$ cat src/mlpid_pkg.sv
// shared types, constants and register map of the multi-law pid controller
`timescale 1ns / 1ps
`default_nettype none

package mlpid_pkg;

  localparam int SIGNAL_WIDTH_DEF   = 32;
  localparam int GAIN_FRAC_BITS_DEF = 20;

  localparam int GAIN_W  = 32;
  localparam int LIMIT_W = 31;
  localparam int ES_W    = LIMIT_W + 1;
  localparam int APB_AW  = 5;
  localparam int APB_DW  = 32;
  localparam int IDX_W   = 3;

  // register indexes, byte address is 4 * index
  localparam logic [IDX_W-1:0] REG_LAW   = 3'd0;
  localparam logic [IDX_W-1:0] REG_GAINP = 3'd1;
  localparam logic [IDX_W-1:0] REG_GAINI = 3'd2;
  localparam logic [IDX_W-1:0] REG_GAIND = 3'd3;
  localparam logic [IDX_W-1:0] REG_LIMIT = 3'd4;

  typedef enum logic [1:0] {
    LAW_PID     = 2'd0,
    LAW_PI_ERR  = 2'd1,
    LAW_IP_MEAS = 2'd2,
    LAW_PD      = 2'd3
  } law_e;

  typedef struct packed {
    law_e               law;
    logic [GAIN_W-1:0]  gain_p;
    logic [GAIN_W-1:0]  gain_i;
    logic [GAIN_W-1:0]  gain_d;
    logic [LIMIT_W-1:0] limit;
  } cfg_t;

  // per-stage control that travels with an item
  typedef struct packed {
    logic vld;
    logic clr;
    logic accum;
  } ctrl_t;

endpackage

`default_nettype wire

$ cat src/mlpid_regs.sv
// apb configuration registers of the pid controller
`timescale 1ns / 1ps
`default_nettype none

module mlpid_regs (
  input  wire logic                         clk_i,
  input  wire logic                         rst_ni,
  input  wire logic                         psel,
  input  wire logic                         penable,
  input  wire logic                         pwrite,
  input  wire logic [mlpid_pkg::APB_AW-1:0] paddr,
  input  wire logic [mlpid_pkg::APB_DW-1:0] pwdata,
  output logic      [mlpid_pkg::APB_DW-1:0] prdata,
  output logic                              pready,
  output mlpid_pkg::cfg_t                   cfg_o
);

  mlpid_pkg::cfg_t             cfg_q;
  logic [mlpid_pkg::IDX_W-1:0] idx;
  logic                        wr;

  assign idx    = paddr[mlpid_pkg::APB_AW-1:2];
  assign wr     = psel & penable & pwrite;
  assign pready = 1'b1;
  assign cfg_o  = cfg_q;

  always_ff @(posedge clk_i or negedge rst_ni) begin
    if (!rst_ni) begin
      cfg_q.law    <= mlpid_pkg::LAW_PID;
      cfg_q.gain_p <= '0;
      cfg_q.gain_i <= '0;
      cfg_q.gain_d <= '0;
      cfg_q.limit  <= '0;
    end else if (wr) begin
      unique case (idx)
        mlpid_pkg::REG_LAW:   cfg_q.law    <= mlpid_pkg::law_e'(pwdata[1:0]);
        mlpid_pkg::REG_GAINP: cfg_q.gain_p <= pwdata;
        mlpid_pkg::REG_GAINI: cfg_q.gain_i <= pwdata;
        mlpid_pkg::REG_GAIND: cfg_q.gain_d <= pwdata;
        mlpid_pkg::REG_LIMIT: cfg_q.limit  <= pwdata[mlpid_pkg::LIMIT_W-1:0];
        default: ;
      endcase
    end
  end

  always_comb begin
    unique case (idx)
      mlpid_pkg::REG_LAW:   prdata = mlpid_pkg::APB_DW'(cfg_q.law);
      mlpid_pkg::REG_GAINP: prdata = cfg_q.gain_p;
      mlpid_pkg::REG_GAINI: prdata = cfg_q.gain_i;
      mlpid_pkg::REG_GAIND: prdata = cfg_q.gain_d;
      mlpid_pkg::REG_LIMIT: prdata = mlpid_pkg::APB_DW'(cfg_q.limit);
      default:              prdata = '0;
    endcase
  end

endmodule

`default_nettype wire

$ cat config.mk
export PLATFORM = sky130hd
export DESIGN_NAME = mlpid_regs
export DESIGN_NICKNAME = d
export VERILOG_FILES = /design/src/mlpid_pkg.sv /design/src/mlpid_regs.sv
export SDC_FILE = /design/constraint.sdc
export NUM_CORES = 1
export LEC_CHECK = 0
export BUFFER_PORTS_ARGS = -buffer_cell sky130_fd_sc_hd__buf_4
export CAP_MARGIN = 0
export CORE_AREA = 2 2 170 122
export CTS_CLUSTER_SIZE = 25
export DETAILED_ROUTE_END_ITERATION = 8
export DIE_AREA = 0 0 172 124
export SLEW_MARGIN = 25
export SYNTH_ARGS = -nofsm -noshare
export SYNTH_HDL_FRONTEND = slang
export SYNTH_SLANG_ARGS = --single-unit
$ cat constraint.sdc
create_clock -name clk_i -period 2.1 [get_ports clk_i]
set_input_delay 0.21 -clock clk_i [delete_from_list [all_inputs] [get_ports clk_i]]
set_output_delay 0.21 -clock clk_i [all_outputs]
set_load 0.005 [all_outputs]
==> impl_results.md <==
* Outcome: complete, no violations
* CTS Buf Count at 17
* Bufs on Longest Clock Path at 2
* Leakage at around 4.1 nW
* Total GRT Usage at between 10% and 20%
* Synth Instances at 402
* Hold WC Path Type: in2reg
* Min Tclk post-route at between 1.5 and 2 ns
* Power Total at roughly 8.6 mW
* Grt ovf at 0
* R2R cell count at 1
* CTS root buffer: clkbuf_16
* Pwr Density at between 1000 and 1500 mW/mm^2
* Later-pin clock latency in the skew report at around 0.40 ns
* Final Hold Viols at 0
* CTS tree: built
* Pin count of the biggest net entering global routing at 67
* P_int at between 6 and 7 mW
* DR iter-0 viols at approximately 210
* Logic gate share of total power at a little over a fifth
* GPL Wtd Cong at just under 0.8
* Final worst path period share at roughly 93%
* Sw power at 2.16 mW
* Final Non-Filler Cells at between 800 and 900
* Met2 Track Usage GR at between 20% and 30%
* Worst r2r src: cfg_o[83]
* Worst setup path startpoint: paddr[4]
* Critical path cell sequence: buf_4, nand2b_1, nor2_4, a221o_1, buf_4
* Post-synthesis cell type count at 26
* Critical path class: in2out
* Vias in the first global route at between 4k and 5k
* Worst Hold Launch: pwdata[25]
* Horiz. Die Dim at between 150 and 200 um
* Reg power frac at 39.5%
* VDD IR-drop max at approximately 0.36 mV
* Pins Over Slew Limit at 0
* GR Util met1 at between 20% and 30%
* Critical Path Sink Type: primary output
* WL per Instance at about 19 um
* Most used cell, CP: buf_4
* Initial antenna violation count at 0
* Sw Ratio at between 20 and 30%
* Max Cap Viol at 0
* Layout net count at between 600 and 700
* Yosys warning total at 0
* Fin Setup TNS at 0 ns
* Worst path arrival time at approximately 1.7 ns
* Storage cell area at 0.00323 mm^2
* Mapped Area at roughly 0.0058 mm^2
* RSZ-0062 raised after global routing: false
* Initial Util at 29.6%
* GR Util met3 at 5.62%
* HPWL Detailed at between 10 and 15 mm
* First-pass GRT wire length at 25.9 mm
* Commonest non-fill, non-tap cell in the layout: buf_4
* Synth-to-layout area growth at 43.7%
* Fillers at between 1.5k and 2k
* I/O pin total at ~200
* Synth Net Count at around 440
* Layout Skew at 0 ns
* Reg2Reg Setup Slack at ~1.3 ns
* Crit path launch type: primary input
* Setup violations, final at 0
* Pre-antenna DRT Iters at 4
* Placed insts at 859
* Commonest cells after routing, fill and taps aside: buf_4 (210), dfrtp_1 (129), mux2_2 (122)
* Die area at approximately 0.021 mm^2
* Fmax at just over 500 MHz
* Worst-path maximum fanout at 29
* Min-Delay Path Depth at 2
* CP required at between 1.5 and 2 ns
* Core Region at between 0.015 and 0.02 mm^2
* H-tree levels at 4
* Worst path slowest cell: nor2_4
* Drt drc at 0
* Routed vias at approximately 4.2k
* CP delay by family, top: simple AND/OR/NAND/NOR gates
* Endpoint, Worst Hold: cfg_o[120]
* Rel. slew slack at 37.6%
* Max reg flops at approximately 130
* Antenna fix cells at 0
* Layout cell share with drive strength beyond 1 at around three fifths
* Detail Route Antenna Nets at 0
* Footprint of the multi-input gates at between 0.002 and 0.0025 mm^2
* Row Count at 43
* Post-DR vias/cell at approximately 4.7
* Worst-Margin Slew at between 0.9 and 1 ns
* Reg-to-reg critical path endpoint: cfg_o[83]
* Die H at between 100 and 150 um
* Grt peak-use layer: met2
* Clock-pin slew on the worst setup and hold paths at 0.05 ns
* WL final at 17.0 mm
* #FFs+latches synth at around 130
* PortBufs at 200
* Clock sink count at 129
* CP Buf/Inv Count at 2
* Clock power share at about two fifths
* Post-synthesis sequential area ratio at 55.7%
* Critical path's largest stage delay at approximately 0.74 ns
* Avg Cell Area, Syn at about 14 um^2
==> metal layers <==
| layer | up-vias | wire length, um | part of all wire, % |
|---|---|---|---|
| met4 | 0 | 133 | 0.78 |
| li1 | 1901 | - | - |
| met1 | 2176 | 7310 | 43 |
| met3 | 11 | 1210 | 7.2 |
| met2 | 134 | 8310 | 49 |
| met5 | - | 0 | 0 |
==> cell usage after synthesis <==
cell / instances / area [um^2]
or3_4: 1 / 11.3
mux2_1: 8 / 90.1
nor3_2: 1 / 10.0
nor3b_1: 1 / 7.51
o21ai_0: 2 / 10.0
nor2_1: 30 / 113
buf_4: 18 / 135
nor2_2: 1 / 6.26
a221o_1: 29 / 290
mux2i_1: 31 / 310
mux2_4: 2 / 30.0
nand4b_4: 1 / 23.8
nand2b_2: 1 / 8.76
o21a_1: 2 / 15.0
nand4_1: 1 / 6.26
nand3b_1: 3 / 22.5
buf_2: 8 / 40.0
nand2_1: 3 / 11.3
nand2b_1: 1 / 6.26
clkbuf_1: 2 / 7.51
nor2_4: 2 / 22.5
a21oi_1: 1 / 5.00
mux2_2: 122 / 1370
conb_1: 1 / 3.75
nor2b_1: 1 / 6.26
dfrtp_1: 129 / 3230
==> cell families after synthesis <==
| kind of cell | share of synthesized area (%) |
|---|---|
| DFF | 55.7 |
| AOI/OAI and AO/OA | 5.53 |
| and+or+nand+nor | 4.41 |
| other | 0.0647 |
| muxes | 31.1 |
| buffers and inverters | 3.15 |
==> repair_timing <==
item                      CTS  global route
gates resized for setup     0             0
buffers inserted            0             0
hold buffers                1             0
hold endpoints to repair  129             0
==> how the worst max path moves through the flow <==
stage | slack, ns | cells past startpoint | endpoint
floorplan | 0.71 | 5 | prdata[24]
global placement | 0.16 | 5 | prdata[12]
detailed placement | 0.15 | 5 | prdata[12]
CTS | 0.15 | 5 | prdata[12]
global route | 0.05 | 5 | prdata[26]
finish | 0.15 | 5 | prdata[12]
==> through the flow <==
stage / area [um^2] / worst slack (ns) / util, % / hold WS [ns]
2_1_floorplan: 5790 / 0.712 / - / -0.0856
3_3_place_gp: 7650 / 0.158 / 39.1 / 0.247
3_5_place_dp: 7650 / 0.154 / 39.1 / 0.259
4_1_cts: 8320 / 0.153 / 42.5 / 0.0151
5_1_grt: 8320 / 0.0543 / 42.5 / 0.0269
6_report: 8320 / 0.154 / 42.5 / 0.0400
==> layout make-up <==
cell class | count | area share [%]
clock buffers | 23 | 5.86
clock inverters | 9 | 2.12
repair buffers | 216 | 20.3
flip-flops and latches | 129 | 38.8
well taps | 270 | 4.06
multi-input cells | 245 | 28.9
==> power groups by stage <==
| stage | combinational (mW) | clock, mW | sequential [mW] |
|---|---|---|---|
| floorplan | 0.690 | 0 | 3.38 |
| global placement | 1.86 | 0 | 3.39 |
| detailed placement | 1.90 | 0 | 3.43 |
| CTS | 1.90 | 3.41 | 3.39 |
| global route | 2.03 | 3.55 | 3.46 |
| finish | 1.87 | 3.32 | 3.39 |
No activity file was read; power rests on OpenSTA's default activity.
