**src/mlpid_pkg.sv**
```systemverilog
// shared types, constants and register map of the multi-law pid controller
`timescale 1ns / 1ps
`default_nettype none

package mlpid_pkg;

  localparam int SIGNAL_WIDTH_DEF   = 32;
  localparam int GAIN_FRAC_BITS_DEF = 20;

  localparam int GAIN_W  = 32;
  localparam int LIMIT_W = 31;
  localparam int ES_W    = LIMIT_W + 1;
  localparam int APB_AW  = 5;
  localparam int APB_DW  = 32;
  localparam int IDX_W   = 3;

  // register indexes, byte address is 4 * index
  localparam logic [IDX_W-1:0] REG_LAW   = 3'd0;
  localparam logic [IDX_W-1:0] REG_GAINP = 3'd1;
  localparam logic [IDX_W-1:0] REG_GAINI = 3'd2;
  localparam logic [IDX_W-1:0] REG_GAIND = 3'd3;
  localparam logic [IDX_W-1:0] REG_LIMIT = 3'd4;

  typedef enum logic [1:0] {
    LAW_PID     = 2'd0,
    LAW_PI_ERR  = 2'd1,
    LAW_IP_MEAS = 2'd2,
    LAW_PD      = 2'd3
  } law_e;

  typedef struct packed {
    law_e               law;
    logic [GAIN_W-1:0]  gain_p;
    logic [GAIN_W-1:0]  gain_i;
    logic [GAIN_W-1:0]  gain_d;
    logic [LIMIT_W-1:0] limit;
  } cfg_t;

  // per-stage control that travels with an item
  typedef struct packed {
    logic vld;
    logic clr;
    logic accum;
  } ctrl_t;

endpackage

`default_nettype wire

```
**src/mlpid_back.sv**
```systemverilog
// result stage: term sum, scaling, accumulator, saturation and output register
`timescale 1ns / 1ps
`default_nettype none

module mlpid_back #(
  parameter int SIGNAL_WIDTH   = mlpid_pkg::SIGNAL_WIDTH_DEF,
  parameter int GAIN_FRAC_BITS = mlpid_pkg::GAIN_FRAC_BITS_DEF,
  parameter int PROD_W         = 67
) (
  input  wire logic                           clk_i,
  input  wire logic                           rst_ni,
  input  wire logic                           en_i,
  input  wire logic signed [PROD_W-1:0]       prod_p_i,
  input  wire logic signed [PROD_W-1:0]       prod_i_i,
  input  wire logic signed [PROD_W-1:0]       prod_d_i,
  input  wire mlpid_pkg::ctrl_t               ctrl_i,
  output logic signed      [SIGNAL_WIDTH-1:0] drive_o,
  output logic                                sat_o,
  output logic                                vld_o
);

  localparam int SUM_W = PROD_W + 2;
  localparam int T_W   = SUM_W + 1;
  localparam int HI_W  = T_W - SIGNAL_WIDTH + 1;
  localparam logic signed [SIGNAL_WIDTH-1:0] MAX_V = {1'b0, {(SIGNAL_WIDTH-1){1'b1}}};
  localparam logic signed [SIGNAL_WIDTH-1:0] MIN_V = {1'b1, {(SIGNAL_WIDTH-1){1'b0}}};

  logic signed [SUM_W-1:0]        sum, scaled;
  logic signed [T_W-1:0]          total;
  logic        [HI_W-1:0]         hi;
  logic signed [SIGNAL_WIDTH-1:0] oacc_q, oacc_d;
  logic signed [SIGNAL_WIDTH-1:0] drive_d, drive_q;
  logic                           sat_d, sat_q, vld_q;

  always_comb begin
    sum    = SUM_W'(prod_p_i) + SUM_W'(prod_i_i) + SUM_W'(prod_d_i);
    // floor scaling back to the signal format
    scaled = sum >>> GAIN_FRAC_BITS;
    total  = ctrl_i.accum ? (T_W'(scaled) + T_W'(oacc_q)) : T_W'(scaled);
    hi     = total[T_W-1:SIGNAL_WIDTH-1];
    if ((&hi) || !(|hi)) begin
      drive_d = total[SIGNAL_WIDTH-1:0];
      sat_d   = 1'b0;
    end else begin
      drive_d = total[T_W-1] ? MIN_V : MAX_V;
      sat_d   = 1'b1;
    end
    oacc_d = ctrl_i.accum ? drive_d : oacc_q;
    if (ctrl_i.clr) begin
      drive_d = '0;
      sat_d   = 1'b0;
      oacc_d  = '0;
    end
  end

  always_ff @(posedge clk_i or negedge rst_ni) begin
    if (!rst_ni) begin
      oacc_q <= '0;
      vld_q  <= 1'b0;
    end else if (en_i) begin
      vld_q <= ctrl_i.vld;
      if (ctrl_i.vld) begin
        oacc_q <= oacc_d;
      end
    end
  end

  always_ff @(posedge clk_i) begin
    if (en_i) begin
      drive_q <= drive_d;
      sat_q   <= sat_d;
    end
  end

  assign drive_o = drive_q;
  assign sat_o   = sat_q;
  assign vld_o   = vld_q;

endmodule

`default_nettype wire

```
**config.mk**
```make
export PLATFORM = sky130hd
export DESIGN_NAME = mlpid_back
export DESIGN_NICKNAME = d
export VERILOG_FILES = /design/src/mlpid_pkg.sv /design/src/mlpid_back.sv
export SDC_FILE = /design/constraint.sdc
export NUM_CORES = 1
export LEC_CHECK = 0
export BUFFER_PORTS_ARGS = -buffer_cell sky130_fd_sc_hd__buf_2
export CAP_MARGIN = 30
export CORE_MARGIN = 10
export CORE_UTILIZATION = 43
export DETAILED_ROUTE_END_ITERATION = 8
export PLACE_DENSITY_LB_ADDON = 0.05
export SLEW_MARGIN = 20
export SYNTH_ARGS = -nofsm -noshare
export SYNTH_HDL_FRONTEND = slang
export SYNTH_SLANG_ARGS = --single-unit
```
**constraint.sdc**
```tcl
create_clock -name clk_i -period 4.66 [get_ports clk_i]
set_clock_uncertainty 0.15 [all_clocks]
set_input_delay 0.233 -clock clk_i [delete_from_list [all_inputs] [get_ports clk_i]]
set_output_delay 0.233 -clock clk_i [all_outputs]
set_load 0.01 [all_outputs]
```
==> results by group <==
Synth
  • Mean Syn Cell Area: 7.593 sq um
  • Synth Area in Compound Gates: 0.2992
  • Synth Register Bits: 66
  • Most numerous cell in the Yosys netlist: a21oi_1
  • Synth Cell Area: 13,200 sq um
  • Largest area contributor in the netlist: ha_1
  • Sequential-to-total area share from yosys stat: 0.1376
  • Post-synthesis xor/xnor area fraction: 0.05373
  • Top_reg_cell synth: edfxtp_1
  • Post-synthesis simple-gate area fraction: 0.2255
  • Adder-Cell Fraction of Synth Area: 0.2115
  • YS warnings: 0
  • Synth top area cells: ha_1 (11%), fa_1 (10%), a21oi_1 (8.3%), edfxtp_1 (7.5%), dfrtp_1 (6.3%)
  • EDFF count, synth: 33
  • Largest family of logic cells by synthesized area: compound AO/OA/AOI/OAI gates
  • Cell count after synthesis: 1,739
  • Synth async-reset ratio: 0.5000
  • Synth unique cells: 92
  • Syn Nets: 2,129
  • Post-synthesis mux area share: 0.008528
  • Most common library cells after synthesis: a21oi_1 (218), nand2_1 (186), nor2_1 (157), o21ai_0 (119), ha_1 (116)
  • Yosys top cell area share: 0.1099

Clock network
  • Clock-pin slew on the worst setup and hold paths: 0.06 ns
  • H-Tree Depth: 3
  • Clock Sinks: 66
  • Root Driver: clkbuf_16
  • TritonCTS Buffers: 9
  • Max clock buf depth: 2
  • CTS tree: built
  • Clk Latency, worst-skew pair: 0.34 ns

Finish
  • Layout Nets: 2,981
  • Ant. Diodes: 0
  • Filler Cell Count: 2,366
  • Register area: 1817 sq um
  • Post-Layout Cell Count: 2,992
  • Post-layout util: 0.7407
  • Area Overhead vs Synth: 70.70%
  • Multi-input gate area: 12,670 sq um
  • Fraction of layout cells with a size suffix above 1: 0.5046

Detailed routing
  • DRC Markers: 0
  • Vias post-DR: 17,350
  • Antenna Violating Nets Remaining: 0
  • Drt initial violations: 1,444
  • Vias per cell: 5.797
  • Drt first pass iters: 6
  • WL final: 61,350 microns
  • DR WL/cell: 20.50 microns

Die
  • Row count: 64
  • I/O pin count: 241
  • Die Area: 38,120 sq um
  • Core area: 30,430 sq um
  • Chip width: 195.2 microns
  • Initial Util: 0.4339
  • Die height: 195.2 microns

STA
  • Setup Viol. Count Final: 65
  • Tmin final: 6.456 ns
  • Final Hold Fails: 0
  • RSZ-0062 raised after global routing: yes
  • Worst Max-Slew Pin Slew: 0.8615 ns
  • Final WS setup: -1.796 ns
  • Slew Viols, Final: 0
  • Final Cycle Share: 1.385
  • Rel. slew slack: 0.4196
  • TNS Setup: -109.55 ns
  • Hold_ws: 0.1745 ns
  • Fmax achieved: 154.9 MHz

Place
  • DP HPWL: 47,900 microns
  • Placed cells: 2,866
  • GPL Wtd Cong: 1.003
  • Port Buf Inserts: 240

Worst setup path
  • CP dominant cell by count: buf_4
  • Endpoint class of the critical path: flip-flop
  • CP max FO: 7
  • Reg2Reg Setup Slack: -0.07 ns
  • Max incr delay on CP: 0.58 ns
  • Critical path required time: 4.69 ns
  • Worst Setup SP: prod_p_i[27]
  • Arrival time at the worst endpoint: 6.48 ns
  • Startpoint Class: input port
  • FF-to-FF Start: oacc_q[0]
  • Slowest-stage cell, CP: fa_1
  • WS Path Type: input port to flip-flop

Global routing
  • Top Usage Layer GRT: met2
  • Grt met3 use: 0.03374
  • Total global-route track usage: 0.2942
  • Initial antenna violation count: 0
  • Grt total ovfl: 0
  • Largest net degree at the start of global routing: 52
  • First-pass GRT wire length: 91,580 microns
  • Vias in the first global route: 17,150
  • Met1 Use GR: 0.3756
  • Met2 Use GR: 0.5117

Pwr
  • Maximum vdd drop: 0.3500 mV
  • PD cells: 547.0 nW/um^2
  • Static leakage: 10.15 nW

Status
  • Failing checks: setup timing
  • Run status: finished, violations left

Min path
  • Hold path start: ctrl_i[2]
  • Worst min path class: input port to flip-flop

Flow run
  • # Max-Cap Violations: 0
## routing by layer
metal / up-vias / wire (microns)
li1: 8124 / -
met1: 8373 / 25720
met2: 714 / 29710
met3: 135 / 3858
met4: 0 / 2061
met5: - / 0
## cells in the final DEF, fill, tap and decap left out, types with 19 or more instances in the layout
| master | instances |
|---|---|
| fa_1 | 65 |
| xnor2_1 | 26 |
| buf_4 | 655 |
| nand2_1 | 179 |
| o21a_1 | 19 |
| inv_1 | 84 |
| o21ai_0 | 78 |
| dfrtp_1 | 33 |
| nor2_1 | 138 |
| a221oi_2 | 25 |
| nand4_1 | 65 |
| a21oi_2 | 69 |
| xor2_1 | 31 |
| buf_2 | 235 |
| ha_1 | 66 |
| nor3_1 | 21 |
| edfxtp_1 | 33 |
| a21oi_1 | 142 |
| nand3_1 | 27 |
| buf_6 | 30 |
| and2_1 | 21 |
| a21o_1 | 24 |
| o21ai_1 | 45 |
| ha_4 | 43 |
## worst paths after layout
kind | to | cells past startpoint
worst max-delay path | oacc_q[16] | 29
worst min register to register | oacc_q[2] | 2
worst min-delay path | vld_o | 3
min in group asynchronous | oacc_q[18] | 2
max in group asynchronous | oacc_q[19] | 2
worst max register to register | oacc_q[16] | 17
## cells by family after synthesis
kind of cell	count (synthesis)
xor gates and xnor gates	81
and+or+nand+nor	603
buffers and inverters	201
DFF	66
muxes	11
AOI/OAI and AO/OA	594
adders and majority gates	183
## report_power, final
part / internal (mW) / total (mW) / switching [mW]
combinational: 5.25 / 10.8 / 5.52
clock: 0.429 / 0.692 / 0.263
sequential: 0.747 / 0.866 / 0.120
## through the flow
stage	total power, mW	cell area, sq um	setup slack [ns]
floorplan	5.179	13430	-1.489
global placement	9.447	19130	-2.312
finish	12.33	22540	-1.796
global route	13.08	22540	-2.027
CTS	11.10	20950	-1.717
detailed placement	9.500	19130	-2.383
## cell type report
type,count,share of cell area
repair buffers,940,0.3047
clock buffers,12,0.01094
multi-input cells,1472,0.5621
inverters,102,0.01743
well taps,396,0.02198
flip-flops and latches,66,0.08060
clock inverters,4,0.002276
## worst max-delay path: cells and delay by family
| family | cells | cell delay (ns) |
|---|---|---|
| muxes | 1 | 0.08 |
| AOI/OAI and AO/OA | 6 | 0.92 |
| and+or+nand+nor | 11 | 2.79 |
| buffers and inverters | 7 | 1.01 |
| adders and majority gates | 3 | 1.30 |
| xor gates and xnor gates | 1 | 0.11 |
## timing repair
item                                   in CTS  in global routing
setup endpoints to repair                  65                 65
endpoints found under the hold margin      33                  0
pin swaps                                  75                 87
hold buffers                                1                  0
gates cloned                                4                  4
buffers inserted                           60                 45
gates resized for setup                   194                219
## state kept, by name, indices dropped and copies added, names as in the netlist
name / flops
drive_o: 32
oacc_q: 32
sat_o: 1
vld_o: 1
Note: power is estimated with default switching activity, not from simulation.
