[src/mlpid_pkg.sv]
// shared types, constants and register map of the multi-law pid controller
`timescale 1ns / 1ps
`default_nettype none

package mlpid_pkg;

  localparam int SIGNAL_WIDTH_DEF   = 32;
  localparam int GAIN_FRAC_BITS_DEF = 20;

  localparam int GAIN_W  = 32;
  localparam int LIMIT_W = 31;
  localparam int ES_W    = LIMIT_W + 1;
  localparam int APB_AW  = 5;
  localparam int APB_DW  = 32;
  localparam int IDX_W   = 3;

  // register indexes, byte address is 4 * index
  localparam logic [IDX_W-1:0] REG_LAW   = 3'd0;
  localparam logic [IDX_W-1:0] REG_GAINP = 3'd1;
  localparam logic [IDX_W-1:0] REG_GAINI = 3'd2;
  localparam logic [IDX_W-1:0] REG_GAIND = 3'd3;
  localparam logic [IDX_W-1:0] REG_LIMIT = 3'd4;

  typedef enum logic [1:0] {
    LAW_PID     = 2'd0,
    LAW_PI_ERR  = 2'd1,
    LAW_IP_MEAS = 2'd2,
    LAW_PD      = 2'd3
  } law_e;

  typedef struct packed {
    law_e               law;
    logic [GAIN_W-1:0]  gain_p;
    logic [GAIN_W-1:0]  gain_i;
    logic [GAIN_W-1:0]  gain_d;
    logic [LIMIT_W-1:0] limit;
  } cfg_t;

  // per-stage control that travels with an item
  typedef struct packed {
    logic vld;
    logic clr;
    logic accum;
  } ctrl_t;

endpackage

`default_nettype wire

[src/mlpid_front.sv]
// input stage: error, integral clamp, stored previous term and multiplier operands
`timescale 1ns / 1ps
`default_nettype none

module mlpid_front #(
  parameter int SIGNAL_WIDTH = mlpid_pkg::SIGNAL_WIDTH_DEF,
  parameter int OP_W         = SIGNAL_WIDTH + 2
) (
  input  wire logic                                clk_i,
  input  wire logic                                rst_ni,
  input  wire logic                                en_i,
  input  wire logic                                take_i,
  input  wire logic signed [SIGNAL_WIDTH-1:0]      meas_i,
  input  wire logic signed [SIGNAL_WIDTH-1:0]      setp_i,
  input  wire logic                                clear_i,
  input  wire mlpid_pkg::law_e                     law_i,
  input  wire logic        [mlpid_pkg::LIMIT_W-1:0] limit_i,
  output logic signed      [OP_W-1:0]              op_p_o,
  output logic signed      [OP_W-1:0]              op_i_o,
  output logic signed      [OP_W-1:0]              op_d_o,
  output mlpid_pkg::ctrl_t                         ctrl_o
);

  localparam int E_W   = SIGNAL_WIDTH + 1;
  localparam int D_W   = SIGNAL_WIDTH + 2;
  localparam int ESS_W = ((E_W > mlpid_pkg::ES_W) ? E_W : mlpid_pkg::ES_W) + 1;

  logic signed [E_W-1:0]            prev_q, prev_d;
  logic signed [mlpid_pkg::ES_W-1:0] es_q, es_d;
  logic signed [E_W-1:0]            err;
  logic signed [D_W-1:0]            diff_e, neg_diff_m;
  logic signed [ESS_W-1:0]          es_sum, lim_pos, lim_neg, es_clamp;
  logic signed [OP_W-1:0]           op_p_d, op_i_d, op_d_d;
  logic signed [OP_W-1:0]           op_p_q, op_i_q, op_d_q;
  mlpid_pkg::ctrl_t                 ctrl_q;

  always_comb begin
    err        = E_W'(setp_i) - E_W'(meas_i);
    diff_e     = D_W'(err) - D_W'(prev_q);
    neg_diff_m = D_W'(prev_q) - D_W'(meas_i);

    // running error sum, clamped symmetrically
    es_sum  = ESS_W'(es_q) + ESS_W'(err);
    lim_pos = $signed(ESS_W'(limit_i));
    lim_neg = -lim_pos;
    if (es_sum > lim_pos) begin
      es_clamp = lim_pos;
    end else if (es_sum < lim_neg) begin
      es_clamp = lim_neg;
    end else begin
      es_clamp = es_sum;
    end

    es_d   = es_q;
    prev_d = err;
    op_p_d = OP_W'(err);
    op_i_d = '0;
    op_d_d = '0;
    unique case (law_i)
      mlpid_pkg::LAW_PID: begin
        es_d   = mlpid_pkg::ES_W'(es_clamp);
        op_i_d = OP_W'(es_d);
        op_d_d = OP_W'(diff_e);
      end
      mlpid_pkg::LAW_PI_ERR: begin
        op_p_d = OP_W'(diff_e);
        op_i_d = OP_W'(err);
      end
      mlpid_pkg::LAW_IP_MEAS: begin
        // proportional on measurement, sign folded into the operand
        op_p_d = OP_W'(neg_diff_m);
        op_i_d = OP_W'(err);
        prev_d = E_W'(meas_i);
      end
      mlpid_pkg::LAW_PD: begin
        op_d_d = OP_W'(diff_e);
      end
    endcase

    if (clear_i) begin
      es_d   = '0;
      prev_d = '0;
    end
  end

  always_ff @(posedge clk_i or negedge rst_ni) begin
    if (!rst_ni) begin
      prev_q <= '0;
      es_q   <= '0;
      ctrl_q <= '0;
    end else begin
      if (take_i) begin
        prev_q <= prev_d;
        es_q   <= es_d;
      end
      if (en_i) begin
        ctrl_q.vld   <= take_i;
        ctrl_q.clr   <= clear_i;
        ctrl_q.accum <= (law_i == mlpid_pkg::LAW_PI_ERR) ||
                        (law_i == mlpid_pkg::LAW_IP_MEAS);
      end
    end
  end

  always_ff @(posedge clk_i) begin
    if (en_i) begin
      op_p_q <= op_p_d;
      op_i_q <= op_i_d;
      op_d_q <= op_d_d;
    end
  end

  assign op_p_o = op_p_q;
  assign op_i_o = op_i_q;
  assign op_d_o = op_d_q;
  assign ctrl_o = ctrl_q;

endmodule

`default_nettype wire

[config.mk]
export PLATFORM = sky130hd
export DESIGN_NAME = mlpid_front
export DESIGN_NICKNAME = d
export VERILOG_FILES = /design/src/mlpid_pkg.sv /design/src/mlpid_front.sv
export SDC_FILE = /design/constraint.sdc
export NUM_CORES = 1
export LEC_CHECK = 0
export BUFFER_PORTS_ARGS = -buffer_cell sky130_fd_sc_hd__buf_2
export CORE_MARGIN = 2
export CORE_UTILIZATION = 30
export DETAILED_ROUTE_END_ITERATION = 6
export GPL_ROUTABILITY_DRIVEN = 0
export PLACE_DENSITY = 0.46
export SKIP_LAST_GASP = 1
export SYNTH_ARGS = -nofsm -noshare
export SYNTH_HDL_FRONTEND = slang
export SYNTH_SLANG_ARGS = --single-unit
export TNS_END_PERCENT = 50
[constraint.sdc]
create_clock -name clk_i -period 7 [get_ports clk_i]
set_input_delay 1.05 -clock clk_i [delete_from_list [all_inputs] [get_ports clk_i]]
set_output_delay 1.05 -clock clk_i [all_outputs]
set_load 0.05 [all_outputs]
==> run metrics <==
CP Buf/Inv Count=2; Synth cell types=between 80 and 90; mux share of post-synthesis cell area=3.781%; Placement Rows=87; detailed router's first-iteration violation count=1302; hold_ws=0.5083 ns; layout net count=2791; Mapped Cells=1972; via/cell ratio=5.260; CTS Sinks=169; crit-path most repeated cell=a21oi_2; Die ar.=0.05862 sq mm; Final Hold Viols=0; WP depth=31; All-Layer GR Usage=between 20% and 30%; worst hold path type=reg -> reg; Initial Util=30.23%; post-synthesis xor/xnor area fraction=6.951%; most frequent cells after synthesis=ha_1 (198), inv_1 (172), a21oi_1 (153); drt wl/cell=20.50 microns; fmax=141.3 MHz; slowest CP cell=or3_4; number of iterations in the first detailed-routing pass=5; Routed Antenna Nets=0; Synth Flop Type=edfxtp_1; compound-gate portion of the synthesized area=24.87%; most frequent cell after synthesis=ha_1; crit-path max FO=8; synthesized flop and latch total=169; P per Cell Area=422.0 mW/mm^2; vias in the first global route=roughly 17000; Die Y=242.1 microns; Worst-Margin Slew=0.9551 ns; status=complete, but fails checks; crit end category=flip-flop; VDD IR-drop max=roughly 0.24 mV; Reg2Reg Depth=20; clock transition at the registers of the reported paths=around 0.080 ns; Rel. slew slack=a little over a third; first-pass GRT wire length=101.0 mm; static leakage=10.72 nW; # diodes=0; die width=242.1 microns; area grow syn2layout=35.26%; setup slack after layout=-0.07591 ns; Synth area leader=edfxtp_1; Post-Synth Adder-Cell Area=15.03%; wirelength, routed=66.76 mm; fraction of registers with async set/reset=between 40% and 50%; min Tclk post-route=about 7.1 ns; GRT overflow=0; final setup skew=0.01692 ns; Core Area=0.05628 sq mm; CP top delay family=compound AO/OA/AOI/OAI gates; Worst setup SP type=input port; Syn Area/Cell=8.626 sq um; CTS hold repair buffers=0; I/O Pins=207; max-cap violations=0; CTS tree=yes; HPWL Detailed=53.05 mm; Yosys top cell area share=17.83%; Placed Area=0.02149 sq mm; drt drc=0; failing checks=setup timing; clock latency on the worst-skew pair=0.51 ns; crit path DAT=approximately 7.3 ns; simple-gate share of the synthesized area=15.67%; final core utilization=40.88%; Synth Cell Area=0.01701 sq mm; Tcrit/Tclk final=101.1%; final setup fails=24; Design Area, Final=0.02301 sq mm; largest net degree at the start of global routing=64; top cells by area, synth=edfxtp_1 (18%), ha_1 (15%), dfrtp_1 (10%); sequential fraction of the synthesis area=about 28%; CTS root buf=clkbuf_16; Port Buf Inserts=206; WP data required=roughly 7.3 ns; Vias=17126; H-tree depth=4; share of cells above drive strength 1=30.52%; initial antenna violation count=1; Post-synth EDFFs=101; main combinational cell family by area after synthesis=compound AO/OA/AOI/OAI gates; max-slew violations=0; CTS Buffer Depth=2; RSZ-0062 raised after global routing=yes; TritonCTS buffer count=17; Hold Path Depth=1; kind of critical path=in -> reg; YS warnings=0; Post-Synthesis Net Count=2276; Slowest Stage Delay on Critical Path=0.45 ns; Tot Pwr=0.009710 W
## metal layers
| metal | vias up | share of wire, % | GRT usage, % |
|---|---|---|---|
| met5 | - | 0 | 0 |
| met4 | 0 | 2.4 | 7.008 |
| met3 | 80 | 5.0 | 3.213 |
| met2 | 528 | 45 | 36.09 |
| met1 | 8167 | 47 | 31.15 |
| li1 | 8351 | - | - |
## final timing paths
path | start | slack (ns) | endpoint
min in group asynchronous | rst_ni | 0.52 | es_q[5]$_DFFE_PN0P_
worst min-delay path | ctrl_o[1]$_DFFE_PN0P_ | 0.51 | ctrl_o[1]$_DFFE_PN0P_
worst max-delay path | meas_i[1] | -0.08 | op_i_o[2]$_DFFE_PP_
worst max register to register | es_q[5]$_DFFE_PN0P_ | 1.33 | op_i_o[2]$_DFFE_PP_
worst min register to register | ctrl_o[1]$_DFFE_PN0P_ | 0.51 | ctrl_o[1]$_DFFE_PN0P_
max in group asynchronous | rst_ni | 5.48 | prev_q[25]$_DFFE_PN0P_
## stage by stage
| stage | setup TNS [ns] | std cells | worst slack (ns) |
|---|---|---|---|
| 2_1_floorplan | -11.37 | 1972 | -0.2874 |
| 3_3_place_gp | -49.42 | 3203 | -0.9037 |
| 3_5_place_dp | -52.72 | 3203 | -0.9552 |
| 4_1_cts | 0 | 3247 | 0.0002238 |
| 5_1_grt | -20.11 | 3256 | -0.4169 |
| 6_report | -0.8340 | 3256 | -0.07591 |
## power by group
part | total (W) | internal (W) | switching, W | leakage, nW
Sequential | 0.00153 | 0.00136 | 0.000166 | 1.91
Clock | 0.000983 | 0.000496 | 0.000487 | 0.265
Combinational | 0.00720 | 0.00332 | 0.00388 | 8.54
Total | 0.00971 | 0.00518 | 0.00453 | 10.7
## final cells by class
class	instances	area, sq um
multi-input cells	1556	12140
repair buffers	571	3956
fillers	5725	33270
clock buffers	18	429.2
flip-flops and latches	169	4735
well taps	756	945.9
inverters	172	660.6
clock inverters	14	143.9
## placed cells by master (no fill, tap or decap), types with 35 or more instances in the layout
cell type,netlist,layout
nand2_1,106,103
buf_4,1,347
a21o_1,78,77
xnor2_1,101,95
ha_1,198,186
o21ai_0,73,58
a22oi_1,43,39
buf_2,1,201
a21oi_1,153,134
edfxtp_1,101,101
inv_1,172,169
mux2i_1,53,35
dfrtp_1,68,68
nor2_1,143,138
nand3_1,54,51
nor2b_1,52,50
## flip-flops by register name, summed over array words and instances, names as in the netlist
signal and cells:
op_i_o 33, prev_q 33, es_q 32, op_p_o 34
ctrl_o 3, op_d_o 34
## cells by family (layout without fill, tap and decap cells)
kind of cell	after synthesis	after routing
AOI/OAI and AO/OA	630	630
and+or+nand+nor	527	527
buffers and inverters	247	775
adders and majority gates	202	202
DFF	169	169
xor gates and xnor gates	135	135
muxes	62	62
## what timing repair did
item,in CTS,in global routing
buffers inserted,12,9
pin swaps,41,47
setup endpoints to repair,65,65
gates resized for setup,53,113
No activity file was read; power rests on OpenSTA's default activity.
